### src/rtl/core/lge_pkg.sv
// ----------------------------------------------------------------------------
// lge_pkg
// shared types and constants of the life generation engine: request and
// response words, opcodes, register map and the neighbour rule
// ----------------------------------------------------------------------------
package lge_pkg;

   localparam int MAX_SIDE_DEFAULT = 32;

   localparam int SIDE_REG_W = 6;
   localparam logic [SIDE_REG_W-1:0] SIDE_RESET = 6'd17;

   localparam int ROW_W = 5;
   localparam int COL_W = 5;

   localparam int CSR_ADDR_W = 3;
   localparam int CSR_DATA_W = 32;
   localparam logic REG_BOARD_SIDE = 1'b0;

   localparam int NBR_W = 4;
   localparam logic [NBR_W-1:0] BIRTH_COUNT = 4'd3;
   localparam logic [NBR_W-1:0] STAY_COUNT = 4'd2;

   typedef enum logic [1:0] {
      OP_WRITE = 2'd0,
      OP_READ  = 2'd1,
      OP_STEP  = 2'd2,
      OP_NONE  = 2'd3
   } opcode_type;

   typedef struct packed {
      opcode_type        opcode;
      logic [ROW_W-1:0]  row;
      logic [COL_W-1:0]  column;
      logic              cell_value;
   } req_type;

   typedef struct packed {
      logic cell_alive;
      logic bad_index;
   } rsp_type;

endpackage

### src/rtl/core/life_generation_engine.sv
// ----------------------------------------------------------------------------
// life_generation_engine
// bounded square life board, one ram row per board row, with cell access and
// a row-by-row generation sweep
// ----------------------------------------------------------------------------
// A command is taken when start is high and busy is low; its single result
// word appears on rsp_item for one cycle with rsp_strobe and must be taken
// then, the block cannot be held off. A cell write or read first reads the
// row from the board ram, then merges or selects the bit; a bad index, an
// unused opcode or a generation on a board of side 0 is answered straight
// from idle. A generation reads the first row, then sweeps, reading one ram
// row and writing one new row per cycle, with a three-row window of old rows
// held in registers. After reset the board reads as all dead at once,
// through per-row valid bits. The board side register is written over the
// apb port; the user must write it only while idle; the block does not check.
// ----------------------------------------------------------------------------
module life_generation_engine #(
   parameter int MAX_SIDE = lge_pkg::MAX_SIDE_DEFAULT
) (
   input  logic                            clock,
   input  logic                            reset,
   input  logic                            start,
   output logic                            busy,
   input  lge_pkg::req_type                req_item,
   output logic                            rsp_strobe,
   output lge_pkg::rsp_type                rsp_item,
   input  logic                            psel,
   input  logic                            penable,
   input  logic                            pwrite,
   input  logic [lge_pkg::CSR_ADDR_W-1:0]  paddr,
   input  logic [lge_pkg::CSR_DATA_W-1:0]  pwdata,
   output logic [lge_pkg::CSR_DATA_W-1:0]  prdata,
   output logic                            pready
);

   localparam int ADDR_W = $clog2(MAX_SIDE);
   localparam int SIDE_W = $clog2(MAX_SIDE + 1);
   localparam int CMP_W  = (SIDE_W > lge_pkg::SIDE_REG_W) ? SIDE_W : lge_pkg::SIDE_REG_W;
   localparam int EXT_W  = 7;

   typedef enum logic [1:0] {
      S_IDLE,
      S_CELL,
      S_PRIME,
      S_SWEEP
   } state_type;

   state_type                       state_ff, state_in;
   logic [lge_pkg::SIDE_REG_W-1:0]  side_ff, side_in;
   logic [MAX_SIDE-1:0]             row_valid_ff, row_valid_in;
   logic                            rdv_ff, rdv_in;
   lge_pkg::opcode_type             op_ff, op_in;
   logic [ADDR_W-1:0]               row_ff, row_in;
   logic [ADDR_W-1:0]               col_ff, col_in;
   logic                            val_ff, val_in;
   logic [SIDE_W-1:0]               sweep_ff, sweep_in;
   logic [MAX_SIDE-1:0]             prev_ff, prev_in;
   logic [MAX_SIDE-1:0]             cur_ff, cur_in;
   logic                            strobe_ff, strobe_in;
   lge_pkg::rsp_type                rsp_ff, rsp_in;

   logic [CMP_W-1:0]    side_cmp;
   logic [SIDE_W-1:0]   side_act;
   logic [MAX_SIDE-1:0] col_mask;
   logic                req_bad;
   logic [ADDR_W-1:0]   req_row_idx;
   logic [ADDR_W-1:0]   req_col_idx;
   logic [SIDE_W:0]     rd_sum;
   logic                sweep_last;

   logic                wr_en;
   logic [ADDR_W-1:0]   wr_addr;
   logic [MAX_SIDE-1:0] wr_data;
   logic [ADDR_W-1:0]   rd_addr;
   logic                rd_in_range;
   logic [MAX_SIDE-1:0] rd_data;
   logic [MAX_SIDE-1:0] rd_row;
   logic [MAX_SIDE-1:0] merged_row;
   logic [MAX_SIDE-1:0] new_row;
   logic                csr_write;

   lge_ram #(
      .WIDTH (MAX_SIDE),
      .DEPTH (MAX_SIDE)
   ) u_board (
      .clock   (clock),
      .wr_en   (wr_en),
      .wr_addr (wr_addr),
      .wr_data (wr_data),
      .rd_addr (rd_addr),
      .rd_data (rd_data)
   );

   lge_row_update #(
      .WIDTH (MAX_SIDE)
   ) u_row_update (
      .above_row (prev_ff),
      .cur_row   (cur_ff),
      .below_row (rd_row),
      .lane_mask (col_mask),
      .new_row   (new_row)
   );

   always_comb begin
      if (CMP_W'(side_ff) > CMP_W'(MAX_SIDE)) begin
         side_cmp = CMP_W'(MAX_SIDE);
      end else begin
         side_cmp = CMP_W'(side_ff);
      end
      side_act = SIDE_W'(side_cmp);
      for (int c = 0; c < MAX_SIDE; c++) begin
         col_mask[c] = SIDE_W'(c) < side_act;
      end
      req_bad     = (CMP_W'(req_item.row) >= side_cmp) || (CMP_W'(req_item.column) >= side_cmp);
      req_row_idx = ADDR_W'(EXT_W'(req_item.row));
      req_col_idx = ADDR_W'(EXT_W'(req_item.column));
      rd_row      = rdv_ff ? rd_data : '0;
      sweep_last  = (SIDE_W'(sweep_ff + SIDE_W'(1)) == side_act);
      merged_row  = rd_row;
      merged_row[col_ff] = val_ff;
   end

   assign csr_write = psel && penable && pwrite
                      && (paddr[lge_pkg::CSR_ADDR_W-1] == lge_pkg::REG_BOARD_SIDE);
   assign pready    = 1'b1;
   assign prdata    = (paddr[lge_pkg::CSR_ADDR_W-1] == lge_pkg::REG_BOARD_SIDE)
                      ? lge_pkg::CSR_DATA_W'(side_ff) : '0;

   always_comb begin
      state_in     = state_ff;
      side_in      = side_ff;
      row_valid_in = row_valid_ff;
      op_in        = op_ff;
      row_in       = row_ff;
      col_in       = col_ff;
      val_in       = val_ff;
      sweep_in     = sweep_ff;
      prev_in      = prev_ff;
      cur_in       = cur_ff;
      strobe_in    = 1'b0;
      rsp_in       = rsp_ff;
      wr_en        = 1'b0;
      wr_addr      = row_ff;
      wr_data      = merged_row;
      rd_addr      = req_row_idx;
      rd_in_range  = 1'b0;
      rd_sum       = '0;

      if (csr_write) begin
         side_in = pwdata[lge_pkg::SIDE_REG_W-1:0];
      end

      case (state_ff)
         S_IDLE: begin
            if (start) begin
               case (req_item.opcode)
                  lge_pkg::OP_WRITE, lge_pkg::OP_READ: begin
                     if (req_bad) begin
                        strobe_in         = 1'b1;
                        rsp_in.cell_alive = 1'b0;
                        rsp_in.bad_index  = 1'b1;
                     end else begin
                        rd_addr     = req_row_idx;
                        rd_in_range = 1'b1;
                        op_in       = req_item.opcode;
                        row_in      = req_row_idx;
                        col_in      = req_col_idx;
                        val_in      = req_item.cell_value;
                        state_in    = S_CELL;
                     end
                  end
                  lge_pkg::OP_STEP: begin
                     if (side_act == '0) begin
                        strobe_in         = 1'b1;
                        rsp_in.cell_alive = 1'b0;
                        rsp_in.bad_index  = 1'b0;
                     end else begin
                        rd_addr     = '0;
                        rd_in_range = 1'b1;
                        sweep_in    = '0;
                        prev_in     = '0;
                        state_in    = S_PRIME;
                     end
                  end
                  default: begin
                     strobe_in         = 1'b1;
                     rsp_in.cell_alive = 1'b0;
                     rsp_in.bad_index  = 1'b0;
                  end
               endcase
            end
         end
         S_CELL: begin
            strobe_in        = 1'b1;
            rsp_in.bad_index = 1'b0;
            if (op_ff == lge_pkg::OP_WRITE) begin
               wr_en                = 1'b1;
               wr_addr              = row_ff;
               wr_data              = merged_row;
               row_valid_in[row_ff] = 1'b1;
               rsp_in.cell_alive    = 1'b0;
            end else begin
               rsp_in.cell_alive = rd_row[col_ff];
            end
            state_in = S_IDLE;
         end
         S_PRIME: begin
            cur_in      = rd_row;
            rd_sum      = (SIDE_W+1)'(sweep_ff) + (SIDE_W+1)'(1);
            rd_addr     = rd_sum[ADDR_W-1:0];
            rd_in_range = rd_sum < (SIDE_W+1)'(side_act);
            state_in    = S_SWEEP;
         end
         S_SWEEP: begin
            wr_en   = 1'b1;
            wr_addr = sweep_ff[ADDR_W-1:0];
            wr_data = new_row;
            row_valid_in[sweep_ff[ADDR_W-1:0]] = 1'b1;
            prev_in     = cur_ff;
            cur_in      = rd_row;
            sweep_in    = SIDE_W'(sweep_ff + SIDE_W'(1));
            rd_sum      = (SIDE_W+1)'(sweep_ff) + (SIDE_W+1)'(2);
            rd_addr     = rd_sum[ADDR_W-1:0];
            rd_in_range = rd_sum < (SIDE_W+1)'(side_act);
            if (sweep_last) begin
               strobe_in         = 1'b1;
               rsp_in.cell_alive = 1'b0;
               rsp_in.bad_index  = 1'b0;
               state_in          = S_IDLE;
            end
         end
         default: begin
            state_in = S_IDLE;
         end
      endcase

      rdv_in = rd_in_range && row_valid_ff[rd_addr];
   end

   always_ff @(posedge clock) begin
      if (reset) begin
         state_ff     <= S_IDLE;
         side_ff      <= lge_pkg::SIDE_RESET;
         row_valid_ff <= '0;
         rdv_ff       <= 1'b0;
         strobe_ff    <= 1'b0;
      end else begin
         state_ff     <= state_in;
         side_ff      <= side_in;
         row_valid_ff <= row_valid_in;
         rdv_ff       <= rdv_in;
         strobe_ff    <= strobe_in;
      end
      op_ff    <= op_in;
      row_ff   <= row_in;
      col_ff   <= col_in;
      val_ff   <= val_in;
      sweep_ff <= sweep_in;
      prev_ff  <= prev_in;
      cur_ff   <= cur_in;
      rsp_ff   <= rsp_in;
   end

   assign busy       = (state_ff != S_IDLE);
   assign rsp_strobe = strobe_ff;
   assign rsp_item   = rsp_ff;

endmodule

### src/rtl/core/lge_ram.sv
// ----------------------------------------------------------------------------
// lge_ram
// generic single write port, single read port ram with registered read data
// ----------------------------------------------------------------------------
module lge_ram #(
   parameter int WIDTH = 32,
   parameter int DEPTH = 32
) (
   input  logic                     clock,
   input  logic                     wr_en,
   input  logic [$clog2(DEPTH)-1:0] wr_addr,
   input  logic [WIDTH-1:0]         wr_data,
   input  logic [$clog2(DEPTH)-1:0] rd_addr,
   output logic [WIDTH-1:0]         rd_data
);

   logic [WIDTH-1:0] mem_ff [DEPTH];
   logic [WIDTH-1:0] rd_data_ff;

   always_ff @(posedge clock) begin
      if (wr_en) begin
         mem_ff[wr_addr] <= wr_data;
      end
      rd_data_ff <= mem_ff[rd_addr];
   end

   assign rd_data = rd_data_ff;

endmodule

### src/rtl/core/lge_row_update.sv
// ----------------------------------------------------------------------------
// lge_row_update
// next generation of one board row from the old rows above, at and below it;
// lanes outside the mask count as dead and keep their old value
// ----------------------------------------------------------------------------
module lge_row_update #(
   parameter int WIDTH = lge_pkg::MAX_SIDE_DEFAULT
) (
   input  logic [WIDTH-1:0] above_row,
   input  logic [WIDTH-1:0] cur_row,
   input  logic [WIDTH-1:0] below_row,
   input  logic [WIDTH-1:0] lane_mask,
   output logic [WIDTH-1:0] new_row
);

   localparam int NW = lge_pkg::NBR_W;

   logic [WIDTH+1:0] up_pad;
   logic [WIDTH+1:0] mid_pad;
   logic [WIDTH+1:0] dn_pad;
   logic [NW-1:0]    count [WIDTH];

   always_comb begin
      up_pad  = {1'b0, above_row & lane_mask, 1'b0};
      mid_pad = {1'b0, cur_row & lane_mask, 1'b0};
      dn_pad  = {1'b0, below_row & lane_mask, 1'b0};
      for (int c = 0; c < WIDTH; c++) begin
         count[c] = NW'(up_pad[c]) + NW'(up_pad[c+1]) + NW'(up_pad[c+2])
                  + NW'(mid_pad[c]) + NW'(mid_pad[c+2])
                  + NW'(dn_pad[c]) + NW'(dn_pad[c+1]) + NW'(dn_pad[c+2]);
         if (lane_mask[c]) begin
            new_row[c] = (count[c] == lge_pkg::BIRTH_COUNT)
                       || (cur_row[c] && (count[c] == lge_pkg::STAY_COUNT));
         end else begin
            new_row[c] = cur_row[c];
         end
      end
   end

endmodule
### config.mk
export PLATFORM = sky130hd
export DESIGN_NAME = life_generation_engine
export DESIGN_NICKNAME = d
export VERILOG_FILES = /design/src/rtl/core/lge_pkg.sv /design/src/rtl/core/life_generation_engine.sv /design/src/rtl/core/lge_ram.sv /design/src/rtl/core/lge_row_update.sv
export SDC_FILE = /design/constraint.sdc
export NUM_CORES = 2
export LEC_CHECK = 0
export ABC_AREA = 1
export BUFFER_PORTS_ARGS = -buffer_cell sky130_fd_sc_hd__buf_4
export CAP_MARGIN = 20
export CORE_UTILIZATION = 50
export DETAILED_ROUTE_END_ITERATION = 10
export PLACE_DENSITY_LB_ADDON = 0.1
export REMOVE_ABC_BUFFERS = 1
export SKIP_LAST_GASP = 1
export SYNTH_ARGS = -nofsm -noshare
export SYNTH_HDL_FRONTEND = slang
export SYNTH_SLANG_ARGS = --single-unit
### constraint.sdc
create_clock -name clock -period 7.75 [get_ports clock]
set_input_delay 0 -clock clock [delete_from_list [all_inputs] [get_ports clock]]
set_output_delay 0 -clock clock [all_outputs]
set_load 0.03 [all_outputs]
# == Word-level counts from Yosys, hierarchy flattened ==
# Memories as Yosys holds them, arrays and structs flattened. A register that Yosys moved wholly into a read port is not among the register bits.
# Cells that the tools add are included.
# word_totals
ff_bits,127
ramBits,1024
in_bits,54
out_inout_bits,37
word_cells,542
mem_count,1
# memory_table
name,words,word_bits,read_ports,rd_ports_with_merged_regs,write_ports,line_no,text
u_board.mem_ff,32,32,1,1,1,lge_ram.sv:17,logic [WIDTH-1:0] mem_ff [DEPTH];
# classes
n_addsub,220
order_cmp,44
n_eq_ne,80
n_mux,89
bitwise_logic,7
reduce_logical,87
# op_table
cell,count
$add A4 B1 Y4,186
$eq A4 B2 Y1 const B,64
$mux W32,6
$pmux W32 S2,2
$and A32 B32 Y32,3
$lt A5 B6 Y1 const A,16
$or A32 B32 Y32,2
$add A1 B1 Y2,31
$lt A4 B6 Y1 const A,8
$mux W1,48
$logic_and A1 B1 Y1,39
$logic_or A1 B1 Y1,33
$bwmux W32,1
$mux W6,5
$lt A3 B6 Y1 const A,4
$lt A5 B6 Y1 const B,4
$mux W5,4
$demux W1 S5,3
$ge A5 B1 Y1 const B,3
$pmux W5 S3,1
$lt A7 B6 Y1,2
$mux W2,7
$ge A5 B6 Y1,2
$lt A1 B6 Y1 const A,2
28 further kinds,51

# == Depth between registers and ports, before layout ==
# depth
depth_word,16
ltp_mapped,29
ltp_nobuf,27

# == Cells and area by module ==
# Synthesis repeated with hierarchy kept, for this count alone.
# hier_totals
cells_unflattened,5260
hier_area_um2,56097.6
# modules_own_cells
mod,n_inst,cells_per_inst,area_each_um2
lge_ram,1,3536,42405.7
life_generation_engine,1,994,7817.5
lge_row_update,1,730,5874.4

# == Worst setup path after synthesis ==
# No wires, ideal clock.
# synth_timing
path_type,reg-to-reg
startpoint,reg side_ff[5] (netlist bit)
endpoint,mem u_board.mem_ff[0][1] (data pin)
setup_ns,0.473
t_arrival_ns,5.157
required_time_ns,7.277
setup_slack_ns,2.119
path_stages_with_launch,28
cell_sequence,dfxtp_1 buf_4 nor2_4 buf_2 inv_2 nor2_2 inv_2 nor2_1 inv_2 nor2_1 inv_1 nand2_1 inv_1 ha_1 inv_1 fa_1 or2_1 nand2_1 inv_1 ha_1 fa_1 inv_1 fa_1 a21oi_1 o21ai_0 nand2_1 nand2_1 o32ai_1
# synth_via
elab_chain_cells,16
# synth_lines
item,line_no,text
from (decl),life_generation_engine.sv:49,"logic [lge_pkg::SIDE_REG_W-1:0] side_ff, side_in;"
from (signal assigned),life_generation_engine.sv:243,side_ff <= lge_pkg::SIDE_RESET;
from (signal assigned),life_generation_engine.sv:249,side_ff <= side_in;
$gt A6 B6 Y1,life_generation_engine.sv:105,if (CMP_W'(side_ff) > CMP_W'(MAX_SIDE)) begin
$mux W6 *,life_generation_engine.sv:105,
$lt A1 B6 Y1,life_generation_engine.sv:112,col_mask[c] = SIDE_W'(c) < side_act;
$and A32 B32 Y32,lge_row_update.sv:24,"up_pad = {1'b0, above_row & lane_mask, 1'b0};"
$add A1 B1 Y2,lge_row_update.sv:28,count[c] = NW'(up_pad[c]) + NW'(up_pad[c+1]) + NW'(up_pad[c+2])
$add A4 B1 Y4,lge_row_update.sv:28,
$add A4 B1 Y4 (2 in series),lge_row_update.sv:29,+ NW'(mid_pad[c]) + NW'(mid_pad[c+2])
$add A4 B1 Y4 (3 in series),lge_row_update.sv:30,+ NW'(dn_pad[c]) + NW'(dn_pad[c+1]) + NW'(dn_pad[c+2]);
$eq A4 B2 Y1,lge_row_update.sv:33,|| (cur_row[c] && (count[c] == lge_pkg::STAY_COUNT));
$logic_and A1 B1 Y1,lge_row_update.sv:33,
$logic_or A1 B1 Y1,lge_row_update.sv:33,
$mux W1 *,lge_row_update.sv:31,if (lane_mask[c]) begin
$mux W32 *,--,
net u_board.wr_data[1],lge_ram.sv:12,"input logic [WIDTH-1:0] wr_data,"
to (decl),lge_ram.sv:17,
# The timed path passes the listed nets; every way through them passes the cells marked *.

# == Worst setup path in the final report ==
# layout_timing
startpoint,reg side_ff[1] (netlist bit)
endpoint,mem u_board.mem_ff[25][14] (data pin)
# layout_via
elab_chain_cells,16
# layout_lines
item,line_no
$gt A6 B6 Y1,life_generation_engine.sv:105
$mux W6 *,life_generation_engine.sv:105
$lt A4 B6 Y1,life_generation_engine.sv:112
$and A32 B32 Y32,lge_row_update.sv:24
$add A1 B1 Y2,lge_row_update.sv:28
$add A4 B1 Y4,lge_row_update.sv:28
$add A4 B1 Y4 (2 in series),lge_row_update.sv:29
$add A4 B1 Y4 (3 in series),lge_row_update.sv:30
$eq A4 B2 Y1,lge_row_update.sv:33
$logic_and A1 B1 Y1,lge_row_update.sv:33
$logic_or A1 B1 Y1,lge_row_update.sv:33
$mux W1 *,lge_row_update.sv:31
$mux W32 *,--
net u_board.wr_data[14],lge_ram.sv:12
# Marked as above.

==> impl_metrics.yaml <==
logic_synthesis:
  syn_area_per_cell_um2: 10.7
  synth_top_area_share_pct: 58.4
  syn_area_um2: 57000
  ys_types: 54
  ys_ff_latch: 1183
  synth_edf_count: 1109
  yosysSeqAreaShare_pct: 61.0
  synth_area_leader_cell: "edfxtp_1"
  syn_inst: 5325
  yosysWarnings: 0
  netlist_top_cells_area: "edfxtp_1, o211ai_1, inv_1"
  synthFlopType: "edfxtp_1"
  synthArstFlopShare_pct: 0
worst_setup_path:
  arrival_ps: 6440
  crit_type: "register to register"
  cp_slowest_stage_delay_ps: 820
  end_kind: "register"
  worstSetupStartpoint: "side_ff[1]"
  r2r-start: "side_ff[1]"
  critPathMaxFanout: 32
  crit_buf_inv: 6
  slowest_stage: "nand2_1"
  start_kind: "register"
  crit_path_cell_trace: "inv_2 -> nand2_1 -> o21ai_1 -> inv_1 -> nor2_1 -> inv_1 -> nor2_1 -> inv_1 -> o21ai_0 -> nand2_1 -> xnor2_1 -> fa_1 -> fa_1 -> inv_1 -> fa_1 -> inv_1 -> fa_1 -> nor2_1 -> o21ai_0 -> a211oi_1 -> o21ai_0 -> nand2_1"
  rrSetupSlack_ps: 1660
  critPathMostFrequentCell: "inv_1"
  cpLargestDelayFamily: "adder cells"
  rr_worst_depth: 22
  crit_cells: 22
  worstPathRequired_ps: 8100
  endpoint: "u_board.mem_ff[25][14]"
  rr_endpoint: "u_board.mem_ff[25][14]"
floorplan:
  die_y_um: 340
  die_area_um2: 115000
  rows: 123
  die_w_um: 340
  core_area_um2: 113000
  start_util_pct: 50.5
  ioPinCount: 91
placement:
  place_congestion: 0.905
  portBuffers: 35
  dp_slack_ps: 1540
  hpwlAfterDp_um: 87100
  dpl-instance-area_um2: 59100
  dp.cells: 6689
layout:
  nets: 5617
  fill_cells: 9540
  mostFrequentLayoutCells: "edfxtp_1, inv_1, nand2_1, nand3_1, o211ai_1"
  stdcell_area_um2: 63200
  layout_commonest_cell: "edfxtp_1"
  area_growth_pct: 11.0
  drive_above_1_share_pct: 7.14
  final_cells: 6948
drt:
  met3_length_um: 8510
  drc: 0
  drt_iter0_drc: 3285
  drt-met1-wl_um: 65600
  firstDrtPassIters: 6
  wire_per_inst_um: 21.2
  via_per_inst: 5.49
  top_layer_used: "met4"
  ant_nets: 0
  routed_wl_um: 148000
  met2_length_um: 69900
  vias: 38100
min_path:
  hold_path.class: "input pin to register"
  hold_depth: 2
sta:
  slew_violations: 0
  holdWs_ps: 42.4
  rsz0062_at_grt: "false"
  fmax_mhz: 164
  period_needed_ps: 6090
  min_period_over_period_pct: 78.6
  fin_skew_ps: 41.4
  setup_viol: 0
  fin_ws_ps: 1660
  slew_headroom_pct: 27.5
  worstMarginPinSlew_ps: 1090
  final-hold-violation-count: 0
global_route:
  antenna_found_initial: 0
  grt_pass1_vias: 36600
  grt_max_degree: 221
  grt_pass1_wl_um: 225000
  grt_use_total_pct: 25.8
  grt_overflow: 0
clock_network:
  cts_tree: "done"
  post_cts_resized: 0
  cts_sinks: 1183
  cts_buffer_depth: 3
  clkTransAtPathRegs_ps: 60
  cts_inserted_buffers: 120
  root_buffer: "clkbuf_16"
  h-tree-depth: 3
  clk_latency_ps: 730
power_and_ir_drop:
  ir_worst_vdd_mv: 0.196
  finalPower_mw: 15.5
  leakage_nw: 25.3
  power.density_nw_per_um2: 244
status:
  status: "complete, no violations"
job:
  maxCapViolCount: 0
-- where the power goes --
group / internal [mW] / switching [mW] / leakage [nW]
clock: 3.08 / 2.44 / 1.84
combinational: 0.816 / 1.96 / 12.5
sequential: 7.11 / 0.0518 / 10.9
-- state kept, by name, summed over array words and instances (netlist names), 5 cells and up --
name             cells
u_board.mem_ff    1024
cur_ff              32
row_ff               5
col_ff               5
row_valid_ff        32
prev_ff             32
sweep_ff             6
side_ff              6
u_board.rd_data     32
-- kinds of logic (layout without fill, tap and decap cells) --
kind of cell / after synthesis / after routing / synth area share (%)
AO/OA/AOI/OAI: 832 / 832 / 10.0
XOR/XNOR: 47 / 47 / 0.722
adder cells (fa/ha/maj): 215 / 215 / 6.08
buffers and inverters: 1269 / 1365 / 9.12
flip-flops: 1183 / 1183 / 61.0
other: 2 / 29 / 0.0132
AND/OR/NAND/NOR: 1777 / 1777 / 13.0
-- cell usage after synthesis, types with 12 or more instances --
cell type,n
o211ai_1,488
edfxtp_1,1109
fa_1,103
clkbuf_1,61
o22ai_1,40
nor3_1,25
nor2_1,282
buf_6,12
buf_4,42
dfxtp_1,74
buf_2,145
xor2_1,12
buf_1,26
xnor2_1,35
nand3_1,497
ha_1,112
a31oi_1,13
nand2_1,946
a21oi_1,107
inv_1,973
o21ai_0,103
-- worst reg2reg max path, delay by kind of cell (launching register included) --
| kind | cells | cell delay (ps) |
|---|---|---|
| simple gates | 6 | 1720 |
| compound gates | 5 | 1000 |
| flops | 1 | 310 |
| buf+inv | 6 | 600 |
| xor+xnor | 1 | 300 |
| fa+ha+maj | 4 | 1770 |
-- routing by layer --
| layer | GRT usage [%] | vias up |
|---|---|---|
| li1 | - | 18200 |
| met1 | 36.2 | 18600 |
| met2 | 42.4 | 1090 |
| met3 | 3.25 | 216 |
| met4 | 6.71 | 0 |
| met5 | 0 | - |
-- layout make-up --
class / count / area, um2 / area share, %
Inverter: 983 / 3700 / 5.85
Clock buffer: 163 / 3300 / 5.22
Antenna cell: 2 / 5.00 / 0.00791
Sequential cell: 1183 / 34800 / 55.0
Multi-Input combinational cell: 2898 / 17600 / 27.9
Timing Repair Buffer: 162 / 1470 / 2.33
Tap cell: 1500 / 1880 / 2.97
Clock inverter: 57 / 448 / 0.708
-- worst min-delay path by stage --
stage                 from          endpoint  slack (ps)
6_report       req_item[0]            val_ff          40
3_3_place_gp   req_item[3]         col_ff[2]         190
5_1_grt        req_item[0]            val_ff          20
4_1_cts        req_item[4]         col_ff[3]           8
3_5_place_dp   req_item[3]         col_ff[2]         200
2_1_floorplan        reset  row_valid_ff[23]          70
-- through the flow --
stage | utilization (%) | setup TNS, ps
detailed placement | 52.4 | 0
CTS | 56.0 | 0
finish | 56.1 | 0
global route | 56.1 | 0
global placement | 52.3 | 0
floorplan | - | -98540
-- what timing repair did --
| action | 4_1_cts | 5_1_grt |
|---|---|---|
| buffers inserted | 0 | 0 |
| hold buffers | 33 | 0 |
| hold endpoints to repair | 69 | 0 |
| setup endpoints to repair | 0 | 0 |
Note: power is estimated with default switching activity, not from simulation.
